<file path="src/rtl/core/spcol_pkg.sv">
// Shared types and constants for the sprite pixel collision block.
package spcol_pkg;

  localparam int SIDE_W   = 7;   // width of a side register
  localparam int POS_W    = 16;  // width of a sprite position
  localparam int EDGE_W   = 18;  // signed width of position plus side
  localparam int START_W  = 15;  // row offset times side plus column offset
  localparam int INDEX_W  = 12;  // width of a pixel index
  localparam int CFG_IDX_W = 3;

  localparam logic [1:0] MODE_LOAD_A = 2'd0;
  localparam logic [1:0] MODE_LOAD_B = 2'd1;
  localparam logic [1:0] MODE_TEST   = 2'd2;

  localparam logic [CFG_IDX_W-1:0] REG_WIDTH_OF_A     = 3'd0;
  localparam logic [CFG_IDX_W-1:0] REG_HEIGHT_OF_A    = 3'd1;
  localparam logic [CFG_IDX_W-1:0] REG_WIDTH_OF_B     = 3'd2;
  localparam logic [CFG_IDX_W-1:0] REG_HEIGHT_OF_B    = 3'd3;
  localparam logic [CFG_IDX_W-1:0] REG_MASK_A_PRESENT = 3'd4;
  localparam logic [CFG_IDX_W-1:0] REG_MASK_B_PRESENT = 3'd5;

  typedef struct packed {
    logic [1:0]              mode;
    logic [INDEX_W-1:0]      pixel_index;
    logic [7:0]              pixel_value;
    logic signed [POS_W-1:0] pos_ax;
    logic signed [POS_W-1:0] pos_ay;
    logic signed [POS_W-1:0] pos_bx;
    logic signed [POS_W-1:0] pos_by;
  } in_t;

  typedef struct packed {
    logic collision;
    logic boxes_overlap;
  } out_t;

  // Saturated sprite sides.
  typedef struct packed {
    logic [SIDE_W-1:0] wa;
    logic [SIDE_W-1:0] ha;
    logic [SIDE_W-1:0] wb;
    logic [SIDE_W-1:0] hb;
  } sides_t;

  // Overlap rectangle and scan start addresses.
  typedef struct packed {
    logic               box;
    logic [SIDE_W-1:0]  ow;
    logic [SIDE_W-1:0]  oh;
    logic [START_W-1:0] start_a;
    logic [START_W-1:0] start_b;
  } geom_t;

  function automatic logic signed [EDGE_W-1:0] pos_ext(input logic signed [POS_W-1:0] p);
    return EDGE_W'(p);
  endfunction

  function automatic logic signed [EDGE_W-1:0] side_ext(input logic [SIDE_W-1:0] s);
    return $signed({{(EDGE_W-SIDE_W){1'b0}}, s});
  endfunction

endpackage

</file>
<file path="src/rtl/core/spcol_scan.sv">
// Overlap scan: walks the rectangle, reads both mask stores and looks for a shared pixel.
module spcol_scan #(
  parameter int AW = 12
) (
  input  logic                        clk,
  input  logic                        rst,
  input  logic                        start,
  input  spcol_pkg::geom_t            geom,
  input  logic [spcol_pkg::SIDE_W-1:0] wa,
  input  logic [spcol_pkg::SIDE_W-1:0] wb,
  output logic [AW-1:0]               rd_addr_a,
  output logic [AW-1:0]               rd_addr_b,
  input  logic                        rd_data_a,
  input  logic                        rd_data_b,
  output logic                        done,
  output logic                        hit
);

  localparam int SW = spcol_pkg::SIDE_W;
  localparam int CW = (AW > spcol_pkg::START_W) ? AW : spcol_pkg::START_W;

  typedef enum logic [1:0] {
    SC_IDLE = 2'b01,
    SC_RUN  = 2'b10
  } scan_state_t;

  scan_state_t   state;
  logic [SW-1:0] col, row, ow_m1, oh_m1;
  logic [CW-1:0] addr_a, addr_b, base_a, base_b;
  logic          issuing, pend, pend_last;

  logic          last_now, row_end;
  logic [CW-1:0] wa_ext, wb_ext;

  assign wa_ext    = CW'(wa);
  assign wb_ext    = CW'(wb);
  assign row_end   = (col == ow_m1);
  assign last_now  = row_end && (row == oh_m1);
  assign rd_addr_a = addr_a[AW-1:0];
  assign rd_addr_b = addr_b[AW-1:0];

  always_ff @(posedge clk) begin
    if (rst) begin
      state     <= SC_IDLE;
      done      <= 1'b0;
      issuing   <= 1'b0;
      pend      <= 1'b0;
      pend_last <= 1'b0;
    end else begin
      done <= 1'b0;
      case (state)
        SC_IDLE: begin
          if (start) begin
            issuing   <= 1'b1;
            pend      <= 1'b0;
            pend_last <= 1'b0;
            state     <= SC_RUN;
          end
        end
        SC_RUN: begin
          pend      <= issuing;
          pend_last <= issuing && last_now;
          if (issuing && last_now) begin
            issuing <= 1'b0;
          end
          // Read data comes from the registered RAM read, in the cycle after its address.
          if (pend && rd_data_a && rd_data_b) begin
            issuing <= 1'b0;
            done    <= 1'b1;
            state   <= SC_IDLE;
          end else if (pend && pend_last) begin
            done  <= 1'b1;
            state <= SC_IDLE;
          end
        end
        default: begin
          state <= SC_IDLE;
        end
      endcase
    end
  end

  always_ff @(posedge clk) begin
    if (state == SC_IDLE && start) begin
      col    <= '0;
      row    <= '0;
      ow_m1  <= geom.ow - SW'(1);
      oh_m1  <= geom.oh - SW'(1);
      addr_a <= CW'(geom.start_a);
      base_a <= CW'(geom.start_a);
      addr_b <= CW'(geom.start_b);
      base_b <= CW'(geom.start_b);
    end else if (state == SC_RUN && issuing && !last_now) begin
      if (row_end) begin
        // advance to the first column of the next row
        col    <= '0;
        row    <= row + SW'(1);
        base_a <= base_a + wa_ext;
        addr_a <= base_a + wa_ext;
        base_b <= base_b + wb_ext;
        addr_b <= base_b + wb_ext;
      end else begin
        col    <= col + SW'(1);
        addr_a <= addr_a + CW'(1);
        addr_b <= addr_b + CW'(1);
      end
    end
  end

  always_ff @(posedge clk) begin
    if (state == SC_RUN && pend) begin
      if (rd_data_a && rd_data_b) begin
        hit <= 1'b1;
      end else if (pend_last) begin
        hit <= 1'b0;
      end
    end
  end

endmodule

</file>
<file path="config.mk">
export PLATFORM = sky130hd
export DESIGN_NAME = spcol_scan
export DESIGN_NICKNAME = d
export VERILOG_FILES = /design/src/rtl/core/spcol_pkg.sv /design/src/rtl/core/spcol_scan.sv
export SDC_FILE = /design/constraint.sdc
export NUM_CORES = 1
export LEC_CHECK = 0
export BUFFER_PORTS_ARGS = -buffer_cell sky130_fd_sc_hd__buf_2
export CORE_AREA = 2 2 123 125
export DETAILED_ROUTE_END_ITERATION = 12
export DIE_AREA = 0 0 125 127
export SLEW_MARGIN = 20
export SYNTH_ARGS = -nofsm -noshare
export SYNTH_HDL_FRONTEND = slang
export SYNTH_SLANG_ARGS = --single-unit
</file>
<file path="constraint.sdc">
create_clock -name clk -period 4.2 [get_ports clk]
set_clock_uncertainty 0.15 [all_clocks]
set_input_delay 0.21 -clock clk [delete_from_list [all_inputs] [get_ports clk]]
set_output_delay 0.21 -clock clk [all_outputs]
set_load 0.02 [all_outputs]
</file>
==> metrics.md <==
| Metric | Value |
|---|---|
| Layout cells sized above 1 | `~18%` |
| DR DRC count | `0` |
| Finish-stage setup viols | `0` |
| Final Hold Fails | `0` |
| Hold crit path type | `in2reg` |
| CP Max Fanout | `24` |
| Status | `finished clean` |
| GR Overflow Total | `0` |
| Area grow syn2layout | `19.5%` |
| Cell Pwr Density | `between 400 and 500 nW/um^2` |
| Normalized max-slew margin | `around 52%` |
| Final setup TNS | `0 ns` |
| FF/Latch Area | `about 2300 um^2` |
| Most common cell after layout, fill and taps aside | `buf_2` |
| Synth Cell Area | `4980 um^2` |
| Unrepaired setup endpoints after global routing | `false` |
| Antenna violation net count after detailed routing | `0` |
| Worst EP required | `approximately 4 ns` |
| Core area | `roughly 14000 um^2` |
| CTS max path bufs | `2` |
| Wire per inst | `roughly 16 um` |
| Synth area leader | `edfxtp_1` |
| Post-synth EDFFs | `between 60 and 70` |
| Vias/cell | `5.31` |
| Row count | `44` |
| Commonest cells after routing, fill and taps aside | `buf_2 (82), nand2_1 (63), edfxtp_1 (63)` |
| Share of the synthesized area in the top cell type | `38.0%` |
| CTS tree | `done` |
| Final Cycle Share | `between 70% and 80%` |
| Detailed Route WL | `about 12 mm` |
| Crit-path most repeated cell | `buf_4` |
| Crit end category | `flop` |
| Antenna violations before repair | `0` |
| Worst path arrival time | `around 2.8 ns` |
| Initial detailed-routing violation count | `about 320` |
| Die ar. | `about 16000 um^2` |
| Multi-input gate area | `roughly 2600 um^2` |
| Worst-Skew Late Latency | `0.35 ns` |
| Die Y | `between 100 and 150 um` |
| Die Width | `between 100 and 150 um` |
| Critical path launch point type | `flop` |
| Filler cell count | `around 1400` |
| Setup slack after layout | `1.24 ns` |
| Fmax | `about 340 MHz` |
| Mapped Cells | `513` |
| First-pass GRT wire length | `20.3 mm` |
| Number of library cell types mapped by synthesis | `47` |
| Synth Warn # | `0` |
| Worst path slowest cell | `or2_2` |
| Diode count | `0` |
| Top post-synthesis cells by area | `edfxtp_1 (38%), dfxtp_1 (8.0%), xor2_1 (6.7%)` |
| Gpl congestion | `~0.84` |
| TritonRoute pass-1 iters | `4` |
| Max IR drop VDD | `0.171 mV` |
| Ys async rst share | `0%` |
| Crit Path Category | `reg2reg` |
| Final Critical Period | `roughly 3.0 ns` |
| Synthesized flop and latch total | `83` |
| Top Ports | `90` |
| Post-synthesis sequential area ratio | `46.0%` |
| CP cell instances | `xor2_1 -> nor3_1 -> buf_4 -> and2_1 -> buf_4 -> a21oi_1 -> or2_2` |
| Largest stage delay, worst path | `between 0.6 and 0.7 ns` |
| Sink Count | `83` |
| Detailed Place HPWL | `8.91 mm` |
| Least-Margin Pin Slew | `around 0.72 ns` |
| Post-CTS Resized | `0` |
| Maxcap violations | `0` |
| Dpl ws | `1.23 ns` |
| Largest net degree at the start of global routing | `66` |
| GRT Total Usage | `roughly 16%` |
| Syn Area/Cell | `~10 um^2` |
| CTS clock-pin slew for the worst setup and hold paths | `roughly 0.060 ns` |
| Post-Syn Nets | `roughly 600` |
| Root Driver | `clkbuf_16` |
| Final Slew Violations | `0` |
| Num CTS Buffers | `9` |
| Hold_ws | `between 0.0007 and 0.0008 ns` |
| Vias in the first global route | `~4300` |
| Fin nets | `around 690` |
| Initial core utilization | `about 35%` |
| H-tree levels | `3` |
| Most common flop cell mapped by yosys | `edfxtp_1` |
| Vias | `between 4000 and 5000` |
| IO Port Bufs | `82` |
| Leak | `2.31 nW` |
## synthesized netlist by cell type, types with 8 or more instances
cell / n
nor3_1: 20
nand3_1: 28
dfxtp_1: 20
nand4_1: 11
xor2_1: 38
ha_1: 20
nand2b_1: 10
xnor2_1: 24
nor2_1: 36
edfxtp_1: 63
inv_1: 8
nand2_1: 63
o21ai_0: 34
a21oi_1: 36
## where the power goes
part,total [mW],switching [mW],internal [mW]
sequential,1.08,0.0756,1.00
clock,0.836,0.320,0.516
combinational,0.577,0.351,0.226
total,2.49,0.747,1.75
## logic make-up after synthesis
| family | count (synthesis) | synth area share [%] |
|---|---|---|
| adder cells (fa/ha/maj) | 22 | 5.83 |
| AO/OA/AOI/OAI | 116 | 14.3 |
| flip-flops | 83 | 46.0 |
| AND/OR/NAND/NOR | 197 | 19.3 |
| buffers and inverters | 26 | 2.31 |
| multiplexers | 7 | 1.41 |
| XOR/XNOR | 62 | 10.9 |
## critical path, delay by kind of cell, from the launching register on
kind / cells / cell delay, ns
xor+xnor: 1 / 0.24
simple gates: 3 / 0.87
compound gates: 1 / 0.47
flops: 1 / 0.44
buf+inv: 2 / 0.40
## sequential cells by signal, summed over array words and instances, names as in the netlist, 7 cells and up
register	cells
addr_a	12
addr_b	12
base_a	12
base_b	12
col	7
oh_m1	7
ow_m1	7
row	7
## repair_timing
item	CTS	global route
hold buffers	5	0
endpoints found under the hold margin	8	0
setup buffers	0	0
## area by class of cell
cell class                 instances  share of cell area (%)
tap                              184                    3.87
multi-input combinational        404                    43.4
sequential                        83                    38.5
clock inverter                     6                    1.35
clock buffer                      10                    3.85
timing repair buffer              93                    8.49
inverter                           9                   0.568
## metal layers
layer | vias to the layer above | share of wire [%] | global-route usage (%)
met3 | 12 | 5.0 | 3.77
met1 | 2007 | 43 | 19.2
met4 | 0 | 1.1 | 4.90
li1 | 2073 | - | -
met2 | 100 | 51 | 28.5
met5 | - | 0 | 0
## through the flow
step	cells	util (%)	power (mW)	area, um^2
2_1_floorplan	513	-	1.49	4980
3_3_place_gp	768	38.7	1.65	5590
4_1_cts	789	41.2	2.52	5950
3_5_place_dp	768	38.7	1.67	5590
6_report	789	41.3	2.49	5950
5_1_grt	789	41.3	2.64	5950
## path summary, 6_finish.rpt
kind	from	to	slack (ns)	cells after the start
max reg2reg	col[2]	addr_a[10]	1.24	7
max	col[2]	addr_a[10]	1.24	7
min reg2reg	pend_last	pend_last	0.31	2
min	geom[0]	base_b[0]	0.0008	3
Note: power is estimated with default switching activity, not from simulation.
