==> config.mk <==
export PLATFORM = sky130hd
export DESIGN_NAME = spcol_geom
export DESIGN_NICKNAME = d
export VERILOG_FILES = /design/src/rtl/core/spcol_pkg.sv /design/src/rtl/core/spcol_geom.sv
export SDC_FILE = /design/constraint.sdc
export NUM_CORES = 1
export LEC_CHECK = 0
export ABC_AREA = 0
export BUFFER_PORTS_ARGS = -buffer_cell sky130_fd_sc_hd__buf_2
export CAP_MARGIN = 20
export CORE_MARGIN = 2
export CORE_UTILIZATION = 60
export DETAILED_ROUTE_END_ITERATION = 6
export PLACE_DENSITY = 0.81
export SLEW_MARGIN = 20
export SYNTH_ARGS = -nofsm -noshare
export SYNTH_HDL_FRONTEND = slang
export SYNTH_SLANG_ARGS = --single-unit
==> constraint.sdc <==
create_clock -name clk -period 8.2 [get_ports clk]
set_clock_uncertainty 0.15 [all_clocks]
set_input_delay 0.41 -clock clk [delete_from_list [all_inputs] [get_ports clk]]
set_output_delay 0.41 -clock clk [all_outputs]
set_load 0.01 [all_outputs]
==> src/rtl/core/spcol_pkg.sv <==
// Shared types and constants for the sprite pixel collision block.
package spcol_pkg;

  localparam int SIDE_W   = 7;   // width of a side register
  localparam int POS_W    = 16;  // width of a sprite position
  localparam int EDGE_W   = 18;  // signed width of position plus side
  localparam int START_W  = 15;  // row offset times side plus column offset
  localparam int INDEX_W  = 12;  // width of a pixel index
  localparam int CFG_IDX_W = 3;

  localparam logic [1:0] MODE_LOAD_A = 2'd0;
  localparam logic [1:0] MODE_LOAD_B = 2'd1;
  localparam logic [1:0] MODE_TEST   = 2'd2;

  localparam logic [CFG_IDX_W-1:0] REG_WIDTH_OF_A     = 3'd0;
  localparam logic [CFG_IDX_W-1:0] REG_HEIGHT_OF_A    = 3'd1;
  localparam logic [CFG_IDX_W-1:0] REG_WIDTH_OF_B     = 3'd2;
  localparam logic [CFG_IDX_W-1:0] REG_HEIGHT_OF_B    = 3'd3;
  localparam logic [CFG_IDX_W-1:0] REG_MASK_A_PRESENT = 3'd4;
  localparam logic [CFG_IDX_W-1:0] REG_MASK_B_PRESENT = 3'd5;

  typedef struct packed {
    logic [1:0]              mode;
    logic [INDEX_W-1:0]      pixel_index;
    logic [7:0]              pixel_value;
    logic signed [POS_W-1:0] pos_ax;
    logic signed [POS_W-1:0] pos_ay;
    logic signed [POS_W-1:0] pos_bx;
    logic signed [POS_W-1:0] pos_by;
  } in_t;

  typedef struct packed {
    logic collision;
    logic boxes_overlap;
  } out_t;

  // Saturated sprite sides.
  typedef struct packed {
    logic [SIDE_W-1:0] wa;
    logic [SIDE_W-1:0] ha;
    logic [SIDE_W-1:0] wb;
    logic [SIDE_W-1:0] hb;
  } sides_t;

  // Overlap rectangle and scan start addresses.
  typedef struct packed {
    logic               box;
    logic [SIDE_W-1:0]  ow;
    logic [SIDE_W-1:0]  oh;
    logic [START_W-1:0] start_a;
    logic [START_W-1:0] start_b;
  } geom_t;

  function automatic logic signed [EDGE_W-1:0] pos_ext(input logic signed [POS_W-1:0] p);
    return EDGE_W'(p);
  endfunction

  function automatic logic signed [EDGE_W-1:0] side_ext(input logic [SIDE_W-1:0] s);
    return $signed({{(EDGE_W-SIDE_W){1'b0}}, s});
  endfunction

endpackage

==> src/rtl/core/spcol_geom.sv <==
// Three-stage box test and overlap rectangle set-up for a collision test.
module spcol_geom (
  input  logic                clk,
  input  logic                rst,
  input  logic                start,
  input  spcol_pkg::in_t      item,
  input  spcol_pkg::sides_t   sides,
  output logic                done,
  output spcol_pkg::geom_t    geom
);

  localparam int EW = spcol_pkg::EDGE_W;
  localparam int SW = spcol_pkg::SIDE_W;

  // stage 1: positions and far edges
  logic                 v1;
  logic signed [EW-1:0] ax, ay, bx, by, ea, fa, eb, fb;
  // stage 2: box result and overlap offsets
  logic                 v2;
  logic                 box2;
  logic [SW-1:0]        ow2, oh2, ca2, cb2, ra2, rb2;

  logic signed [EW-1:0] x1, y1, x2, y2;
  logic signed [EW-1:0] d_ow, d_oh, d_ca, d_cb, d_ra, d_rb;
  logic [2*SW-1:0]      prod_a, prod_b;

  always_ff @(posedge clk) begin
    if (rst) begin
      v1   <= 1'b0;
      v2   <= 1'b0;
      done <= 1'b0;
    end else begin
      v1   <= start;
      v2   <= v1;
      done <= v2;
    end
  end

  always_ff @(posedge clk) begin
    ax <= spcol_pkg::pos_ext(item.pos_ax);
    ay <= spcol_pkg::pos_ext(item.pos_ay);
    bx <= spcol_pkg::pos_ext(item.pos_bx);
    by <= spcol_pkg::pos_ext(item.pos_by);
    ea <= spcol_pkg::pos_ext(item.pos_ax) + spcol_pkg::side_ext(sides.wa);
    fa <= spcol_pkg::pos_ext(item.pos_ay) + spcol_pkg::side_ext(sides.ha);
    eb <= spcol_pkg::pos_ext(item.pos_bx) + spcol_pkg::side_ext(sides.wb);
    fb <= spcol_pkg::pos_ext(item.pos_by) + spcol_pkg::side_ext(sides.hb);
  end

  always_comb begin
    x1   = (ax > bx) ? ax : bx;
    y1   = (ay > by) ? ay : by;
    x2   = (ea < eb) ? ea : eb;
    y2   = (fa < fb) ? fa : fb;
    d_ow = x2 - x1;
    d_oh = y2 - y1;
    d_ca = x1 - ax;
    d_cb = x1 - bx;
    d_ra = y1 - ay;
    d_rb = y1 - by;
  end

  // Offsets are only meaningful when the boxes overlap; they then lie within a side.
  always_ff @(posedge clk) begin
    box2 <= !(ea <= bx || fa <= by || eb <= ax || fb <= ay);
    ow2  <= d_ow[SW-1:0];
    oh2  <= d_oh[SW-1:0];
    ca2  <= d_ca[SW-1:0];
    cb2  <= d_cb[SW-1:0];
    ra2  <= d_ra[SW-1:0];
    rb2  <= d_rb[SW-1:0];
  end

  always_comb begin
    prod_a = ra2 * sides.wa;
    prod_b = rb2 * sides.wb;
  end

  always_ff @(posedge clk) begin
    geom.box     <= box2;
    geom.ow      <= ow2;
    geom.oh      <= oh2;
    geom.start_a <= spcol_pkg::START_W'(prod_a) + spcol_pkg::START_W'(ca2);
    geom.start_b <= spcol_pkg::START_W'(prod_b) + spcol_pkg::START_W'(cb2);
  end

endmodule

==> flow_summary.json, run 1 <==
{
  "run_status": "finished clean",
  "start_kind": "flop",
  "tightest_slew_ps": 941,
  "rsz0062_at_grt": "false",
  "place_congestion": 0.882,
  "startpoint": "bx[1]",
  "wl_um": 32000,
  "cts_tree": "done",
  "p_leak_nw": 8.95,
  "place_hpwl_um": 25300,
  "ios": 163,
  "dp_slack_ps": 3600,
  "synthXorXnorAreaFrac_pct": 6.52,
  "synth.distinct_cells": 53,
  "synthToLayoutAreaGrowth_pct": 17.7,
  "hold_violations": 0,
  "final_nets": 2212,
  "path_class": "reg -> reg",
  "drc": 0,
  "htree_num_levels": 1,
  "yosys.area_share.adder_pct": 33.1,
  "drv_cap": 0,
  "p_per_area_mw_per_mm2": 360,
  "postSynthCellCount": 1520,
  "cts_root_buf": "clkbuf_16",
  "synth_compound_area_share_pct": 10.8,
  "postSynthAreaPerCell_um2": 9.64,
  "rows": 57,
  "synth_top_family_by_area": "adder cells",
  "grt_pass1_wl_um": 53800,
  "dieHeight_um": 160,
  "num-fill-cells": 1734,
  "synthArstFlopShare_pct": 0,
  "syn-cell-area_mm2": 0.0146,
  "synth-edff-count": 0,
  "ant_nets": 0,
  "synth-seq-cells": 223,
  "tns_ps": 0,
  "rr_startpoint": "bx[1]",
  "period_share_pct": 56.2,
  "utilization_pct": 71.3,
  "hold_path.class": "in -> reg",
  "yosys.area_share.simple_pct": 11.4,
  "syn_nets": 1981,
  "grt_overflow_total": 0,
  "min_from": "sides[7]",
  "path_clk_slew_ps": 60,
  "worst_ep_arrival_time_ps": 4880,
  "slew-limit-headroom_pct": 37.3,
  "vias": 11100,
  "grt_max_degree": 21,
  "clock-sinks": 223,
  "crit_required_ps": 8460,
  "synth-warning-count": 0,
  "die_area_mm2": 0.0257,
  "coreArea_mm2": 0.0242,
  "dr.pass1.iters": 5,
  "worst_slack_ps": 3590,
  "end_kind": "flop",
  "track_usage_pct": 25.5,
  "antenna_found_initial": 4,
  "die_x_um": 160,
  "post_drt_wl_per_cell_um": 15.3,
  "cts_setup_buffers": 0,
  "synth-seq-area-share_pct": 30.5,
  "setup_viol": 0,
  "avgViaCountPerCell": 5.29,
  "drive_above_1_share_pct": 11.0,
  "fmax_mhz": 217,
  "clkLatencyLatePin_ps": 520,
  "grt_pass1_vias": 11800,
  "ir_drop_v": 0.000400,
  "slew_viol_final": 0,
  "synthMuxAreaShare_pct": 1.24,
  "synth_ff_type": "dfxtp_1",
  "clock_path_buffers": 3,
  "numCtsBuffers": 24,
  "portBuffers": 140,
  "drt_iter0_drc": 431,
  "path_max_fanout": 20,
  "period_minus_slack_ps": 4610,
  "start_util_pct": 60.6
}
-- per-layer routing --
layer  vias up  GRT usage, %  share of wire (%)
met4         0          10.7                4.4
met3        93          4.10                4.6
li1       5538             -                  -
met2       271          47.4                 50
met1      5177          28.8                 41
met5         -             0                  0
-- critical path: stages (launching register included) --
cell,delay [ps]
dfxtp_1,400
inv_1,130
ha_1,300
nor2b_1,130
o211ai_1,220
a2111oi_0,160
nor4b_1,320
xor2_1,250
nand2_1,420
nor2_1,260
a21o_1,110
ha_1,130
inv_1,60
fa_1,400
a21o_1,170
a21oi_1,220
o21bai_1,110
a21oi_1,180
xnor2_1,170
xnor2_1,190
-- power breakdown --
| part | switching (mW) | total, mW | internal (mW) |
|---|---|---|---|
| Clock | 0.435 | 1.09 | 0.654 |
| Sequential | 0.141 | 1.54 | 1.40 |
| Combinational | 1.93 | 3.58 | 1.65 |
-- through the flow --
stage	cell area, µm²	power, mW	hold WS [ps]	instances
after floorplan	14600	4.30	160	1520
after global placement	15700	4.92	161	1981
after detailed placement	15700	5.10	162	1981
after CTS	17200	6.26	70.2	2089
after global routing	17200	6.86	109	2092
final	17200	6.21	95.5	2093
-- cells in the mapped netlist, types with 2 or more instances --
cell type	instances	area [µm²]
a21oi_1	90	450
a31oi_1	5	31.3
nand4_1	34	213
clkbuf_1	2	7.51
a21o_1	59	443
o21a_1	5	37.5
nor2b_1	38	238
nor2_1	44	165
a21boi_0	8	60.1
a211o_1	2	17.5
fa_1	72	1440
xnor2_1	79	692
nor3_1	6	30.0
ha_1	272	3400
or3_1	2	12.5
and2_1	55	344
a211oi_1	8	60.1
a221o_1	2	20.0
o211ai_1	2	15.0
nor4_1	3	18.8
mux2_2	5	56.3
a41oi_1	4	35.0
o21ai_0	48	240
and4_1	2	17.5
nand2_1	95	357
nand3_1	26	130
o21bai_1	2	15.0
inv_1	249	935
o31ai_1	2	15.0
dfxtp_1	223	4460
or2_2	2	12.5
nand2b_1	14	87.6
xor2_1	30	263
mux2i_1	11	110
-- cell type report --
cell class              instances  area [µm²]  share of cell area, %
inverters                     250         938                   5.44
diodes                          4        10.0                 0.0581
clock inverters                10         125                  0.726
multi-input cells            1044        9230                   53.5
flip-flops and latches        223        4460                   25.9
clock buffers                  30         684                   3.97
repair buffers                208        1380                   8.01
well taps                     324         405                   2.35
-- final timing paths --
kind                                  to  slack, ps  cells past startpoint
worst max-delay path              ow2[6]       3590                     19
worst min-delay path               eb[0]        100                      2
worst max register to register    ow2[6]       3590                     19
worst min register to register  geom[43]        170                      0
-- cells by family (layout without fill, tap and decap cells) --
group                      Yosys count  count (layout)
adders and majority gates          344             344
and+or+nand+nor                    326             326
buffers and inverters              253             498
AOI/OAI and AO/OA                  248             248
DFF                                223             223
xor gates and xnor gates           109             109
muxes                               17              17
other                                0               4
-- flip-flops by register name, summed over array words and instances, names as in the netlist, 7 cells and up --
name	cells
ax	16
ay	16
bx	16
by	16
ca2	7
cb2	7
ea	17
eb	17
fa	17
fb	17
geom	45
oh2	7
ow2	7
ra2	7
rb2	7
-- placed cells by master (no fill, tap or decap), drive strengths merged, types with 8 or more instances in the layout --
| master | n |
|---|---|
| nand3 | 26 |
| a21o | 59 |
| inv | 250 |
| fa | 72 |
| buf | 140 |
| xnor2 | 79 |
| nor2b | 38 |
| ha | 272 |
| dfxtp | 223 |
| o21ai | 49 |
| a21boi | 8 |
| a211oi | 9 |
| and2 | 55 |
| nand2b | 14 |
| xor2 | 30 |
| nand2 | 95 |
| nand4 | 34 |
| a21oi | 90 |
| mux2i | 11 |
| clkbuf | 30 |
| dlygate4sd3 | 68 |
| nor2 | 44 |
-- repair_timing --
| item | in CTS | in global routing |
|---|---|---|
| hold buffers | 68 | 0 |
| setup endpoints to repair | 0 | 0 |
| hold endpoints to repair | 99 | 0 |
| resized for setup | 0 | 0 |
Note: power is estimated with default switching activity, not from simulation.
==> run 2: changes to the inputs <==
==> constraint.sdc (replaced) <==
create_clock -name clk -period 4.8 [get_ports clk]
set_clock_uncertainty 0.15 [all_clocks]
set_input_delay 0.24 -clock clk [delete_from_list [all_inputs] [get_ports clk]]
set_output_delay 0.24 -clock clk [all_outputs]
set_load 0.01 [all_outputs]
==> run 2 against run 1 <==
Hold slack got worse by 62 ps. Register-to-register slack worse by 3200 ps. Sequential power rose by 71%. Setup slack worse by 3200 ps. Critical path depth decreased by 2. Core utilization up 0.77 points. Die area did not move. Design area grew 1.1%. Largest power group unchanged. Highest routed layer is now met5.
==> flow_summary.json, run 2 (synthesis gave the netlist of run 1 again) <==
{
  "place_congestion": 0.921,
  "track_usage_pct": 26.4,
  "numCtsBuffers": 24,
  "htree_num_levels": 1,
  "wl_met1_um": 13300,
  "slew-limit-headroom_pct": 52.7,
  "final-seq-area_mm2": 0.00446,
  "tightest_slew_ps": 702,
  "drv_cap": 0,
  "r2r-end": "geom[27]",
  "vias": 11300,
  "antenna_found_initial": 3,
  "wl_met3_um": 1630,
  "ant_nets": 0,
  "drive_above_1_share_pct": 11.2,
  "placed_cells": 1984,
  "post_drt_wl_per_cell_um": 15.7,
  "num-fill-cells": 1704,
  "largest-register": "geom",
  "grt_pass1_wl_um": 55000,
  "wl_met2_um": 16900,
  "layout_commonest_cell": "ha_1",
  "start_util_pct": 60.6,
  "crit_required_ps": 5100,
  "cts_root_buf": "clkbuf_16",
  "final_nets": 2229,
  "tns_ps": 0,
  "clock_path_buffers": 3,
  "run_status": "finished clean",
  "p_per_area_mw_per_mm2": 611,
  "avgViaCountPerCell": 5.33,
  "ir_drop_v": 0.000752,
  "period_minus_slack_ps": 4450,
  "path_max_fanout": 7,
  "r2r_cells": 17,
  "die_x_um": 160,
  "path_clk_slew_ps": 60,
  "path_class": "reg -> reg",
  "slew_viol_final": 0,
  "fmax_mhz": 225,
  "startpoint": "ra2[0]",
  "ios": 163,
  "clkLatencyLatePin_ps": 520,
  "rsz0062_at_grt": "false",
  "clock-sinks": 223,
  "final_cell_mix": "ha_1 (272), inv_1 (249), dfxtp_1 (223), buf_2 (140), nand2_1 (95)",
  "worst_ep_arrival_time_ps": 4750,
  "period_share_pct": 92.8,
  "hold_violations": 0,
  "drc": 0,
  "multi_input_area_mm2": 0.00923,
  "rows": 57,
  "cts_tree": "done",
  "routed.top_layer": "met5",
  "finalNonFillerCells": 2112,
  "p_leak_nw": 9.04,
  "portBuffers": 140,
  "start_kind": "flop",
  "synthToLayoutAreaGrowth_pct": 19.0,
  "die_area_mm2": 0.0257,
  "wl_um": 33200,
  "place_hpwl_um": 25300,
  "grt_pass1_vias": 11800,
  "grt_overflow_total": 0,
  "grt_max_degree": 16,
  "dr.pass1.iters": 5,
  "hold_path.class": "in -> reg",
  "coreArea_mm2": 0.0242,
  "largest_reg_flops": 45,
  "setup_viol": 0,
  "crit_end": "geom[27]",
  "drt_iter0_drc": 521,
  "end_kind": "flop",
  "rr_startpoint": "ra2[0]",
  "ff2ff_setup_slack_ps": 350,
  "dieHeight_um": 160
}
-- run 2: cell count changes in the layout (fill, tap and decap cells not counted), sizes merged --
cell         delta
dlygate4sd3    +14
buf             +3
clkbuf          +2
diode           -2
inv             +2
-- run 2: timing repair --
item,4_1_cts,5_1_grt
hold endpoints to repair,131,0
buffers inserted,0,0
setup endpoints to repair,0,1
hold buffers,82,0
gates resized for setup,0,1
-- run 2: area by class of cell --
type / instances / share of cell area, %
clock inverters: 12 / 0.775
multi-input cells: 1044 / 53.0
inverters: 250 / 5.38
clock buffers: 32 / 4.03
well taps: 324 / 2.33
repair buffers: 225 / 8.86
flip-flops and latches: 223 / 25.6
diodes: 2 / 0.0287
-- run 2: power breakdown --
group | total [mW] | internal (mW) | switching (mW)
Sequential | 2.63 | 2.40 | 0.236
Combinational | 6.11 | 2.85 | 3.26
Clock | 1.91 | 1.14 | 0.763
-- run 2: how the worst min path moves through the flow --
stage / startpoint / end / slack, ps / cells past startpoint
5_1_grt: sides[23] / ea[2] / 60 / 3
2_1_floorplan: item[48] / ax[0] / 120 / 0
4_1_cts: sides[23] / ea[2] / 10 / 3
3_3_place_gp: ow2[0] / geom[37] / 160 / 0
6_report: sides[23] / ea[2] / 30 / 3
3_5_place_dp: ow2[2] / geom[39] / 160 / 0
-- run 2: through the flow --
step	power [mW]	worst slack (ps)	area (µm²)	hold WS (ps)	util, %
2_1_floorplan	7.35	767	14600	118	-
3_3_place_gp	8.41	466	15800	161	65.2
3_5_place_dp	8.67	302	15800	162	65.2
4_1_cts	10.7	287	17400	15.0	72.1
5_1_grt	11.8	2.47	17400	60.6	72.1
6_report	10.6	347	17400	34.0	72.1
-- run 2: layer usage --
| metal | GRT usage (%) | vias up |
|---|---|---|
| li1 | - | 5578 |
| met1 | 29.7 | 5266 |
| met2 | 49.4 | 302 |
| met3 | 4.16 | 107 |
| met4 | 11.3 | 2 |
| met5 | 0 | - |
-- run 2: worst max-delay path, cell delays in order (launching register included) --
cell	delay (ps)
dfxtp_1	470
nand2_1	140
fa_1	470
fa_1	510
inv_1	40
ha_1	260
inv_1	50
fa_1	530
inv_1	40
ha_1	320
nor2b_1	140
o21ai_0	150
nand2b_1	110
a21oi_1	200
o21ai_0	150
a41oi_1	290
nor2b_1	210
xnor2_1	140
